**config.mk**
```make
export PLATFORM = sky130hd
export DESIGN_NAME = etws_spread_cell
export DESIGN_NICKNAME = d
export VERILOG_FILES = /design/src/design/etws_pkg.sv /design/src/design/etws_spread_cell.sv
export SDC_FILE = /design/constraint.sdc
export NUM_CORES = 1
export LEC_CHECK = 0
export ABC_CLOCK_PERIOD_IN_PS = 7610
export BUFFER_PORTS_ARGS = -buffer_cell sky130_fd_sc_hd__buf_2
export CAP_MARGIN = 40
export CORE_MARGIN = 2
export CORE_UTILIZATION = 51
export CTS_CLUSTER_SIZE = 16
export DETAILED_ROUTE_END_ITERATION = 6
export GPL_ROUTABILITY_DRIVEN = 0
export PLACE_DENSITY = 0.73
export SYNTH_ARGS = -nofsm -noshare
export SYNTH_HDL_FRONTEND = slang
export SYNTH_SLANG_ARGS = --single-unit
```
**constraint.sdc**
```tcl
create_clock -name i_clk -period 7.61 [get_ports i_clk]
set_input_delay 1.522 -clock i_clk [delete_from_list [all_inputs] [get_ports i_clk]]
set_output_delay 1.522 -clock i_clk [all_outputs]
set_load 0.005 [all_outputs]
```
**src/design/etws_pkg.sv**
```systemverilog
`timescale 1ns / 1ps
package etws_pkg;

    localparam int WEIGHT_W = 11;
    // wide enough for the largest store times the largest weight
    localparam int SUM_W    = 28;
    localparam int IDX_W    = 17;
    localparam int TOT_OUT_W = 21;
    localparam int CUT_OUT_W = 10;
    localparam int IN_DATA_W  = 16;
    localparam int OUT_DATA_W = 104;

    typedef struct packed {
        logic             v;
        logic             first;
        logic [IDX_W-1:0] i;
        logic [IDX_W-1:0] j;
    } t_rd;

    typedef struct packed {
        logic             v;
        logic [SUM_W-1:0] p0;
        logic [SUM_W-1:0] p1;
        logic [IDX_W-1:0] i;
        logic [IDX_W-1:0] j;
    } t_cand;

    typedef struct packed {
        logic             v;
        logic [SUM_W-1:0] spread;
        logic [SUM_W-1:0] p0;
        logic [SUM_W-1:0] p1;
        logic [SUM_W-1:0] p2;
        logic [IDX_W-1:0] i;
        logic [IDX_W-1:0] j;
    } t_eval;

    typedef struct packed {
        logic [SUM_W-1:0] spread;
        logic [SUM_W-1:0] p0;
        logic [SUM_W-1:0] p1;
        logic [SUM_W-1:0] p2;
        logic [IDX_W-1:0] cut1;
        logic [IDX_W-1:0] cut2;
    } t_best;

endpackage

```
**src/design/etws_spread_cell.sv**
```systemverilog
`timescale 1ns / 1ps
module etws_spread_cell (
    input  logic                       i_clk,
    input  logic                       i_rst_n,
    input  logic [etws_pkg::SUM_W-1:0] i_total,
    input  etws_pkg::t_cand            i_cand,
    output etws_pkg::t_eval            o_eval,
    output logic                       o_busy
);

    etws_pkg::t_eval            r_s1;
    etws_pkg::t_eval            r_s2;
    logic [etws_pkg::SUM_W-1:0] w_max;
    logic [etws_pkg::SUM_W-1:0] w_min;
    logic [etws_pkg::SUM_W-1:0] w_m01;
    logic [etws_pkg::SUM_W-1:0] w_n01;

    always_comb begin
        w_m01 = (r_s1.p0 > r_s1.p1) ? r_s1.p0 : r_s1.p1;
        w_n01 = (r_s1.p0 < r_s1.p1) ? r_s1.p0 : r_s1.p1;
        w_max = (w_m01 > r_s1.p2) ? w_m01 : r_s1.p2;
        w_min = (w_n01 < r_s1.p2) ? w_n01 : r_s1.p2;
    end

    always_ff @(posedge i_clk) begin
        if (!i_rst_n) begin
            r_s1.v <= 1'b0;
            r_s2.v <= 1'b0;
        end else begin
            r_s1.v      <= i_cand.v;
            r_s1.spread <= '0;
            r_s1.p0     <= i_cand.p0;
            r_s1.p1     <= i_cand.p1;
            r_s1.p2     <= i_total - i_cand.p0 - i_cand.p1;
            r_s1.i      <= i_cand.i;
            r_s1.j      <= i_cand.j;
            r_s2.v      <= r_s1.v;
            r_s2.spread <= w_max - w_min;
            r_s2.p0     <= r_s1.p0;
            r_s2.p1     <= r_s1.p1;
            r_s2.p2     <= r_s1.p2;
            r_s2.i      <= r_s1.i;
            r_s2.j      <= r_s1.j;
        end
    end

    assign o_eval = r_s2;
    assign o_busy = r_s1.v | r_s2.v;

endmodule

```
==> impl_metrics.py <==
metrics = {
    "global_routing": {
        "grt_first_pass_wirelength_um": 53600,
        "met1_usage": 0.325,
        "grtUsageTotal": 0.226,
        "use_met3": 0.0391,
        "grt_overflow_total": 0,
        "antenna_found_initial": 0,
        "grt_max_degree": 164,
        "use_met2": 0.351,
        "grt.busiest_layer": "met2",
        "grt_pass1_vias": 10100,
    },
    "floorplan": {
        "core_area_mm2": 0.0279,
        "ioPinCount": 269,
        "die_area_mm2": 0.0299,
        "die_w_um": 173,
        "rows": 61,
        "die_h_um": 173,
        "initial_utilization": 0.521,
    },
    "timing": {
        "timing.final.hold_violations": 0,
        "tightest_slew_ps": 851,
        "finalSetupViolCount": 0,
        "clock_skew_ps": 18.7,
        "fmax_mhz": 140,
        "fin_ws_ps": 455,
        "fin_crit_sh": 0.940,
        "slew_violations": 0,
        "min_period_ps": 7160,
        "relSlewSlack": 0.433,
    },
    "worst_setup_path": {
        "crit_path_start": "r_s1[115]",
        "slowest_delay_ps": 440,
        "path_depth": 29,
        "arrival_ps": 7450,
        "crit_path_max_fanout": 13,
        "r2r-end": "o_eval[144]",
        "slowest_stage": "edfxtp_1",
        "timing.rr.start": "r_s1[115]",
        "ff2ff_path_depth": 29,
        "r2r_setup_slack_ps": 450,
        "start_kind": "register",
        "cp.required_ps": 7900,
        "crit_family": "compound AO/OA/AOI/OAI gates",
        "critical_path_class": "register to register",
        "end_kind": "register",
        "critPathBufInv": 2,
        "cp_common_cell": "ha_1",
        "setup.worst_path.end": "o_eval[144]",
    },
    "finish": {
        "seqCellArea_mm2": 0.00797,
        "multi_input_area_mm2": 0.00608,
        "antennaDiodeCount": 0,
        "layout.nets": 1823,
        "final_common_cell": "buf_2",
        "fillerInstances": 2249,
        "final_cell_mix": "buf_2, edfxtp_1, ha_1",
        "layout-drive-gt1-share": 0.250,
        "syn_to_final_growth_pct": 20.7,
        "fin_area_mm2": 0.0176,
    },
    "power_and_ir_drop": {
        "irDropWorstVdd_v": 0.000235,
        "cellPowerDensity_mw_per_mm2": 362,
        "p_leak_nw": 7.67,
    },
    "yosys": {
        "syn_nets": 1512,
        "ys_ff_latch": 266,
        "synthCells": 1224,
        "yosysUniqueCellTypes": 53,
        "syn_area_mm2": 0.0146,
        "async_reset_ff_frac": 0,
        "yosys_warnings": 0,
        "synth_edf_count": 264,
        "yosysSeqAreaShare": 0.547,
        "synth_ff_type": "edfxtp_1",
        "syn_avg_cell_area_um2": 11.9,
    },
    "place": {
        "hpwl_um": 26500,
        "detailedPlace.worstSlack_ps": -72.2,
        "port_buffers": 268,
        "place_area_mm2": 0.0165,
    },
    "drt": {
        "ant_nets": 0,
        "post_drt_wl_per_cell_um": 18.0,
        "drt-total-wl_um": 34800,
        "vias_per_cell": 5.50,
        "routed-via-count": 10600,
        "drt-pass1-iter-count": 6,
        "remaining_drc_errors": 0,
        "first_iter_violations": 995,
    },
    "cts": {
        "clkLatencyLatePin_ps": 560,
        "cts_hold_buf": 0,
        "clkSinkCount": 266,
        "cts-root-buf": "clkbuf_16",
        "htreeDepth": 1,
        "clock_path_buffers": 3,
        "cts_tree": "built",
        "path_clk_slew_ps": 60,
        "numCtsBuffers": 29,
    },
    "hold_path": {
        "min_path_type": "register to register",
    },
    "outcome": {
        "status": "finished, final reports clean",
    },
    "job": {
        "drv_cap": 0,
    },
}
==> synth_stat cells, drive strengths merged, types with 5 or more instances <==
library cell	instances	area, µm²
o211ai	9	67.6
mux2	28	319
xor2	15	131
o31ai	5	37.5
ha	139	1740
nand4	18	113
xnor2	29	254
o21ai	105	529
clkbuf	15	56.3
fa	28	561
a21boi	5	37.5
a31oi	7	58.8
o21bai	6	45.0
nand2	91	342
inv	137	514
and2	6	37.5
edfxtp	264	7930
a211oi	11	82.6
a21oi	88	440
or3	7	48.8
nand3	18	90.1
a21o	33	248
nor2	85	319
nor2b	10	62.6
nor3	9	45.0
o21a	15	113
==> report_power, final <==
group          internal (W)  switching [W]  total [W]  leakage [nW]
clock network      0.000799       0.000568    0.00137         0.448
logic               0.00122        0.00166    0.00287          4.62
registers           0.00201       0.000102    0.00212          2.60
total               0.00403        0.00233    0.00636          7.67
==> kinds of logic after synthesis <==
| group | after synthesis | share of synthesized area |
|---|---|---|
| XOR/XNOR | 44 | 0.0265 |
| flip-flops | 266 | 0.547 |
| adder cells (fa/ha/maj) | 167 | 0.158 |
| multiplexers | 31 | 0.0248 |
| AO/OA/AOI/OAI | 296 | 0.121 |
| buffers and inverters | 156 | 0.0402 |
| AND/OR/NAND/NOR | 264 | 0.0821 |
==> per-layer routing <==
| metal | vias up | share of wire |
|---|---|---|
| li1 | 5076 | - |
| met3 | 66 | 0.075 |
| met5 | - | 0 |
| met2 | 470 | 0.44 |
| met4 | 0 | 0.031 |
| met1 | 5016 | 0.45 |
==> sequential cells by signal, indices dropped and copies added, names as in the netlist <==
signal	flops
r_s1	119
o_eval	147
==> cell type report <==
cell class | count | share of cell area
sequential | 266 | 0.453
multi-input combinational | 803 | 0.346
timing repair buffer | 298 | 0.0916
clock buffer | 32 | 0.0419
inverter | 137 | 0.0293
tap | 378 | 0.0269
clock inverter | 18 | 0.0108
==> what timing repair did <==
| action | in CTS | in global routing |
|---|---|---|
| cloned | 1 | 0 |
| buffers inserted | 0 | 9 |
| setup endpoints to repair | 3 | 9 |
| pin swaps | 1 | 2 |
| gates resized for setup | 1 | 18 |
==> through the flow <==
stage	utilization	total power [W]	cells	hold slack [ps]	setup TNS, ps
after floorplan	-	0.00410	1224	400	0
after global placement	0.591	0.00484	1872	400	0
after detailed placement	0.591	0.00490	1872	405	-93.4
after CTS	0.625	0.00630	1923	413	0
after global routing	0.629	0.00681	1932	408	-3.25
final	0.629	0.00636	1932	409	0
==> worst reg2reg max path, delay by kind of cell (launching register included) <==
kind	cells	cell delay [ps]
AOI/OAI and AO/OA	14	2810
muxes	1	310
xor gates and xnor gates	1	80
DFF	1	440
and+or+nand+nor	7	1750
adders and majority gates	4	1250
buffers and inverters	2	270
==> worst min path at each step <==
stage                  start    endpoint  slack (ps)  depth (start not counted)
floorplan            r_s1[0]   o_eval[0]         400                          0
global placement     r_s1[8]   o_eval[8]         400                          0
detailed placement  r_s1[13]  o_eval[13]         400                          0
CTS                 r_s1[20]  o_eval[20]         410                          0
global route        r_s1[20]  o_eval[20]         410                          0
finish              r_s1[20]  o_eval[20]         410                          0
Power figures use the tool's default switching activity.
