`config.mk`:
```
export PLATFORM = sky130hd
export DESIGN_NAME = etws_acc_cell
export DESIGN_NICKNAME = d
export VERILOG_FILES = /design/src/design/etws_pkg.sv /design/src/design/etws_acc_cell.sv
export SDC_FILE = /design/constraint.sdc
export NUM_CORES = 1
export LEC_CHECK = 0
export BUFFER_PORTS_ARGS = -buffer_cell sky130_fd_sc_hd__buf_2
export CORE_AREA = 3 3 86 170
export DETAILED_ROUTE_END_ITERATION = 10
export DIE_AREA = 0 0 89 173
export GPL_TIMING_DRIVEN = 0
export PLACE_DENSITY = 0.87
export RECOVER_POWER = 100
export SYNTH_ARGS = -nofsm -noshare
export SYNTH_HDL_FRONTEND = slang
export SYNTH_SLANG_ARGS = --single-unit
```
`constraint.sdc`:
```
create_clock -name i_clk -period 2.95 [get_ports i_clk]
set_input_delay 0.295 -clock i_clk [delete_from_list [all_inputs] [get_ports i_clk]]
set_output_delay 0.295 -clock i_clk [all_outputs]
set_load 0.05 [all_outputs]
```
`src/design/etws_pkg.sv`:
```
`timescale 1ns / 1ps
package etws_pkg;

    localparam int WEIGHT_W = 11;
    // wide enough for the largest store times the largest weight
    localparam int SUM_W    = 28;
    localparam int IDX_W    = 17;
    localparam int TOT_OUT_W = 21;
    localparam int CUT_OUT_W = 10;
    localparam int IN_DATA_W  = 16;
    localparam int OUT_DATA_W = 104;

    typedef struct packed {
        logic             v;
        logic             first;
        logic [IDX_W-1:0] i;
        logic [IDX_W-1:0] j;
    } t_rd;

    typedef struct packed {
        logic             v;
        logic [SUM_W-1:0] p0;
        logic [SUM_W-1:0] p1;
        logic [IDX_W-1:0] i;
        logic [IDX_W-1:0] j;
    } t_cand;

    typedef struct packed {
        logic             v;
        logic [SUM_W-1:0] spread;
        logic [SUM_W-1:0] p0;
        logic [SUM_W-1:0] p1;
        logic [SUM_W-1:0] p2;
        logic [IDX_W-1:0] i;
        logic [IDX_W-1:0] j;
    } t_eval;

    typedef struct packed {
        logic [SUM_W-1:0] spread;
        logic [SUM_W-1:0] p0;
        logic [SUM_W-1:0] p1;
        logic [SUM_W-1:0] p2;
        logic [IDX_W-1:0] cut1;
        logic [IDX_W-1:0] cut2;
    } t_best;

endpackage

```
`src/design/etws_acc_cell.sv`:
```
`timescale 1ns / 1ps
module etws_acc_cell (
    input  logic                           i_clk,
    input  logic                           i_rst_n,
    input  logic                           i_init,
    input  etws_pkg::t_rd                  i_rd,
    input  logic [etws_pkg::WEIGHT_W-1:0]  i_data,
    output etws_pkg::t_cand                o_cand
);

    logic [etws_pkg::SUM_W-1:0] r_p0;
    logic [etws_pkg::SUM_W-1:0] r_p1;
    etws_pkg::t_cand            r_cand;
    logic [etws_pkg::SUM_W-1:0] n_p1;

    assign n_p1 = r_p1 + etws_pkg::SUM_W'(i_data);

    always_ff @(posedge i_clk) begin
        if (!i_rst_n) begin
            r_cand.v <= 1'b0;
        end else if (i_init) begin
            r_p0     <= '0;
            r_p1     <= '0;
            r_cand.v <= 1'b0;
        end else if (i_rd.v) begin
            if (i_rd.first) begin
                // new row: item i joins part one
                r_p0     <= r_p0 + etws_pkg::SUM_W'(i_data);
                r_p1     <= '0;
                r_cand.v <= 1'b0;
            end else begin
                r_p1      <= n_p1;
                r_cand.v  <= 1'b1;
                r_cand.p0 <= r_p0;
                r_cand.p1 <= n_p1;
                r_cand.i  <= i_rd.i;
                r_cand.j  <= i_rd.j;
            end
        end else begin
            r_cand.v <= 1'b0;
        end
    end

    assign o_cand = r_cand;

endmodule

```
==> run summary, run 1 <==
status = complete, no violations
register area share after synthesis = 0.670
hold depth = 1
Slew HR = 0.335
CORE AREA = 0.0134 sq mm
Post-CTS Setup Repair Bufs = 0
Worst setup SP type = register
Critical Path, Cell by Cell = ha_1 > fa_1 > a211oi_1 > o21ai_2 > o221ai_2 > a21boi_0 > xnor2_1 > nor2_1
Post-Route Utilization = 0.591
post-layout min period = 2740 ps
worst hold margin = 46.5 ps
Initial DRC Count = 199
#FFs+latches synth = 147
CP max-delay cell = fa_1
Power, Total = 5.34 mW
Worst R2R Path Depth = 8
CTS Buffer Depth = 2
via count = 4,460
number of clock sinks = 147
Async SR Flop Fraction = 0
max cap viols = 0
Post-Route WL = 14,400 microns
full die area = 0.0154 sq mm
Slew Limit Fails = 0
setup_tns = 0 ps
Detailed Place HPWL = 10,500 microns
Critical Path Max Stage Delay = 440 ps
Tightest Pin Transition = 997 ps
Layout Cells excl Fill = 798
Crit Path Class = reg -> reg
Max VDD drop = 0.434 mV
top-level I/O count = 141
Max Fclk = 365 MHz
Placed Cells = 766
Final GP Congestion = 0.837
Sequential Area = 0.00440 sq mm
Inserted Clock Buffers = 17
Skew-Pair Late Insertion Delay = 420 ps
CP max FO = 8
initial antenna violation count = 1
chip width = 89 microns
vias per cell = 5.59
Placed Area = 0.00750 sq mm
Tcrit/Tclk final = 0.928
final worst setup slack = 212 ps
worst hold path type = in -> reg
setup violators final = 0
Mean Syn Cell Area = 14.0 sq um
area grow syn2layout = 20.7%
Hold-fix buffers, CTS = 0
Synth Flop Type = edfxtp_1
DR WL/cell = 18.1 microns
Ys Warns = 0
Leak Pwr = 2.80 nW
Detail Route Antenna Nets = 0
Port Buffer Count = 140
Cell Area, Synth = 0.00658 sq mm
first-pass GRT wire length = 22,200 microns
# rows = 60
1st-pass router iterations = 4
total grt overflow = 0
root buf cell = clkbuf_16
# fillers = 1,078
ratio of cells with drive above 1 in the final layout = 0.145
WP data arrival = 2890 ps
Design Area, Final = 0.00794 sq mm
Synth Instances = 470
Netlist cell types = 53
Final #Nets = 704
Die Ht = 173 microns
unrepaired setup endpoints after global routing = false
number of global-route vias before repair = 4,650
Final Hold Fails = 0
gr usage total = 0.190
Crit. End Element = register
TritonCTS clock tree = yes
CP required = 3100 ps
EDFF count, synth = 146
drt drc = 0
Power Density = 672 mW/mm^2
H-Tree Depth = 4
Starting Density = 0.489
largest net degree at the start of global routing = 72
syn nets = 544
multi-input logic area = 0.00209 sq mm
Clock Pin Slew Worst Setup and Hold Paths = 60 ps
Fin Clk Skew = 8.67 ps
worst slack at placement = -669 ps
-- report_power, final --
group          internal, mW  total, mW  switching, mW
Sequential             2.41       2.47         0.0509
Combinational         0.197      0.615          0.418
Clock                  1.41       2.26          0.850
Total                  4.02       5.34           1.32
-- placed cells by master (no fill, tap or decap), types with 3 or more instances in the layout --
master,instances
a211oi_1,17
nor2b_1,5
bufinv_16,4
a21o_1,7
clkinv_1,3
nand3_1,18
a21oi_1,25
and2_1,5
and2_0,19
o21ai_0,22
nand2_1,24
ha_1,22
nor2_1,37
inv_1,4
xor2_1,15
clkbuf_16,17
nand4_1,5
edfxtp_1,146
xnor2_1,21
buf_2,49
and3_1,9
o21ai_1,5
or3_1,11
nor3_1,4
clkbuf_1,98
-- final timing paths --
| path | from | end | slack, ps |
|---|---|---|---|
| setup / recovery | r_p0[0]$_SDFFCE_PP0P_ | r_p0[12]$_SDFFCE_PP0P_ | 210 |
| hold reg to reg | r_p0[0]$_SDFFCE_PP0P_ | o_cand[62]$_DFFE_PP_ | 470 |
| setup reg to reg | r_p0[0]$_SDFFCE_PP0P_ | r_p0[12]$_SDFFCE_PP0P_ | 210 |
| hold / removal | i_rd[18] | o_cand[18]$_DFFE_PP_ | 50 |
-- cell families (layout without fill, tap and decap cells) --
logic type,count (synthesis),count (layout),synth area share
mux,2,2,0.00304
simple gates,152,152,0.122
xor+xnor,36,36,0.0479
buf+inv,12,184,0.00704
compound gates,97,97,0.102
other cells,0,1,0
fa+ha+maj,24,24,0.0479
flops,147,147,0.670
-- timing repair --
action,in CTS,in global routing
pin swaps,0,0
gates resized for setup,1,1
setup endpoints to repair,28,28
-- flip-flops by register name (all words and copies together), names as in the netlist --
signal / cells
o_cand: 91
r_p0: 28
r_p1: 28
-- layer usage --
metal  GRT usage  up-vias  routed length, microns
li1            -     2112                       -
met1       0.181     2185                    4960
met2       0.370      138                    8620
met3      0.0358       25                     523
met4      0.0845        0                     329
met5           0        -                       0
-- synth_stat cells (all sizes together), types with 10 or more instances --
cell    count  share of area
o21ai      29          0.024
nor2       37          0.021
and3       10         0.0097
and2       26          0.025
a211oi     17          0.020
edfxtp    146           0.67
or3        13          0.013
nand2      24          0.014
xor2       15          0.020
a21oi      25          0.019
nand3      18          0.014
ha         22          0.042
xnor2      21          0.028
-- critical path: cells and delay by family (launching register included) --
kind                     cells  cell delay (ps)
AO/OA/AOI/OAI                4             1170
AND/OR/NAND/NOR              1               60
adder cells (fa/ha/maj)      2              680
XOR/XNOR                     1              180
flip-flops                   1              390
-- area by class of cell --
| cell class | count | area share |
|---|---|---|
| clock buffers | 17 | 0.0536 |
| repair buffers | 141 | 0.0747 |
| clock inverters | 14 | 0.0235 |
| plain buffers | 8 | 0.00394 |
| well taps | 155 | 0.0244 |
| flip-flops and latches | 147 | 0.555 |
| multi-input cells | 311 | 0.263 |
| inverters | 4 | 0.00189 |
| diodes | 1 | 0.000315 |
Note: power is estimated with default switching activity, not from simulation.
==> run 2: changes to the inputs <==
Settings changed: CORE_AREA 3 3 86 170 to 3 3 82 161, DIE_AREA 0 0 89 173 to 0 0 85 164, PLACE_DENSITY 0.87 to 0.91.
Clock period 2.95 ns to 3.1 ns, I/O delays scaled along.
==> run 2 against run 1 <==
Against the previous run:
- the flow now finishes with violations (capacitance limit, slew limit)
- worst hold slack worse by 36 ps
- global-route usage is 2.9 points higher
- fmax is 3.4% lower
- core utilization is 7.0 points higher
- routed wire length is 6.0% higher
- sequential power is 5% lower
- flip-flop and latch count stayed put
- clock-buffer cell count is 8 higher
- clock skew is 4.9 ps higher
- total power hardly changed
- first-iteration DRC count is 38% higher
- largest cell class unchanged
==> run summary, run 2 (synthesis results as in run 1) <==
status = finished with violations
failing checks = capacitance limit, slew limit
Flop pwr share = 0.441 (-0.021)
Max Fclk = 353 MHz (-3.4%)
Design Area, Final = 0.00805 sq mm (+1.4%)
Port Buffer Count = 140 (unchanged)
Placed Cells = 758 (-1.0%)
CP required = 3280 ps (+180 ps)
Detailed Place HPWL = 10,700 microns (+1.5%)
CORE AREA = 0.0122 sq mm (-9.2%)
unrepaired setup endpoints after global routing = false
Tightest Pin Transition = 1890 ps (+888 ps)
area grow syn2layout = 22.4%
crit path from = r_p0[1]$_SDFFCE_PP0P_
layer with the highest usage = met2
Inserted Clock Buffers = 25 (+8)
largest net degree at the start of global routing = 53 (-26%)
post-layout min period = 2830 ps (+96.4 ps)
Final GP Congestion = 0.890 (+6.3%)
global-route met3 utilization = 0.0452 (+0.00942)
chip width = 85 microns (-4.5%)
Net Sw Power = 1.25 mW (-4.9%)
# rows = 57 (-5.0%)
Net Sw Frac = 0.235 (-0.0120)
Crit Path Class = reg -> reg
Tcrit/Tclk final = 0.914 (-0.0138)
most frequent cells in the layout = edfxtp_1, clkbuf_1, buf_2, nor2_1
TritonCTS clock tree = yes
Final Hold Fails = 0 (unchanged)
hold_sp = i_rd[32]
max reg flops = 91 (unchanged)
CP max FO = 6 (-2)
number of clock sinks = 147 (unchanged)
WP data arrival = 3020 ps (+130 ps)
Die Ht = 164 microns (-5.2%)
Starting Density = 0.539 (+0.0499)
worst hold path type = in -> reg
CTS Buffer Depth = 3 (+1)
Slew HR = -0.257 (-0.592)
ratio of cells with drive above 1 in the final layout = 0.140 (-0.00511)
Slew Limit Fails = 39 (+39)
Clock Pin Slew Worst Setup and Hold Paths = 60 ps (about the same)
initial antenna violation count = 1 (unchanged)
vias per cell = 5.90 (+5.5%)
Max VDD drop = 0.593 mV (+37%)
root buf cell = clkbuf_16
Crit. End Element = register
Post-Route WL = 15,300 microns (+6.0%)
Layout Cells excl Fill = 792 (-0.75%)
Combinational Power Share = 0.112 (-0.003)
GR Util met1 = 0.214 (+0.0335)
H-Tree Depth = 4 (unchanged)
Pint = 4.08 mW (+1.5%)
number of global-route vias before repair = 4,776 (+2.7%)
Leak Pwr = 2.86 nW (+2.2%)
max cap viols = 1 (+1)
Initial DRC Count = 275 (+38%)
gr usage total = 0.220 (+0.0293)
setup violators final = 0 (unchanged)
setup_tns = 0 ps (unchanged)
Placed Area = 0.00749 sq mm (-0.13%)
total grt overflow = 0 (unchanged)
first-pass GRT wire length = 23,400 microns (+5.5%)
DR WL/cell = 19.3 microns (+6.8%)
Post-CTS Setup Repair Bufs = 0 (unchanged)
drt drc = 0 (unchanged)
Power, Total = 5.33 mW (about the same)
via count = 4,672 (+4.8%)
Power Density = 663 mW/mm^2 (-1.5%)
FF-to-FF Start = r_p0[1]$_SDFFCE_PP0P_
full die area = 0.0139 sq mm (-9.5%)
met2 usage = 0.409 (+0.0393)
Worst setup SP type = register
top-level I/O count = 141 (unchanged)
Fin Clk Skew = 13.5 ps (+4.87 ps)
Skew-Pair Late Insertion Delay = 470 ps (+50 ps)
Final #Nets = 714 (+1.4%)
clock share of power = 0.448 (+0.025)
most common cell after layout, fill and taps aside = edfxtp_1
1st-pass router iterations = 5 (+1)
Detail Route Antenna Nets = 0 (unchanged)
-- run 2: changes by cell type in the layout (fill, tap and decap cells not counted), moves of 2 or more --
cell / before / now
clkbuf_16: 17 / 25
dlygate4sd3_1: 0 / 2
and2_1: 5 / 7
and2_0: 19 / 17
clkinv_4: 2 / 0
bufinv_16: 4 / 2
inv_6: 2 / 0
clkinvlp_4: 2 / 0
-- run 2: layout make-up --
class	count	area [sq um]
fill	857	4140
clock buffer	25	626
clock inverter	6	76.3
sequential	147	4400
timing repair buffer	143	632
multi-input combinational	311	2080
buffer	8	31.3
tap	147	184
antenna	1	2.50
inverter	4	15.0
-- run 2: final timing paths --
path	cells past startpoint	slack (ps)	to
setup / recovery	7	270	r_p0[15]$_SDFFCE_PP0P_
setup reg to reg	7	270	r_p0[15]$_SDFFCE_PP0P_
hold reg to reg	0	470	o_cand[68]$_DFFE_PP_
hold / removal	1	10	o_cand[32]$_DFFE_PP_
-- run 2: stage by stage --
step           utilization  hold WS (ps)  setup slack (ps)
3_5_place_dp         0.614           448              -492
6_report             0.660          10.8               265
2_1_floorplan            -           409               546
5_1_grt              0.660          1.55              95.7
3_3_place_gp         0.612           446              -440
4_1_cts              0.674         0.726               269
-- run 2: worst max-delay path, stage by stage (launching register included) --
cell and delay [ps]:
edfxtp_1 450, ha_1 320, a211oi_1 270, o21bai_1 200, a311o_1 430, a311oi_2 580, or3_2 220, a21oi_1 70
-- run 2: power by group through the flow --
stage	combinational [mW]	clock (mW)	sequential (mW)
5_1_grt	0.642	2.51	2.36
2_1_floorplan	0.337	0	2.47
4_1_cts	0.615	2.41	2.35
6_report	0.596	2.39	2.35
3_5_place_dp	0.602	0	2.39
3_3_place_gp	0.575	0	2.38
-- run 2: timing repair --
| item | in CTS | in global routing |
|---|---|---|
| setup endpoints to repair | 28 | 0 |
| hold buffers | 2 | 0 |
| gates resized for setup | 1 | 0 |
| endpoints found under the hold margin | 2 | 0 |
-- run 2: per-layer routing --
metal	vias to the layer above	share of wire	routed length (microns)
li1	2129	-	-
met1	2266	0.33	5030
met2	226	0.57	8650
met3	51	0.059	909
met4	0	0.047	715
met5	-	0	0
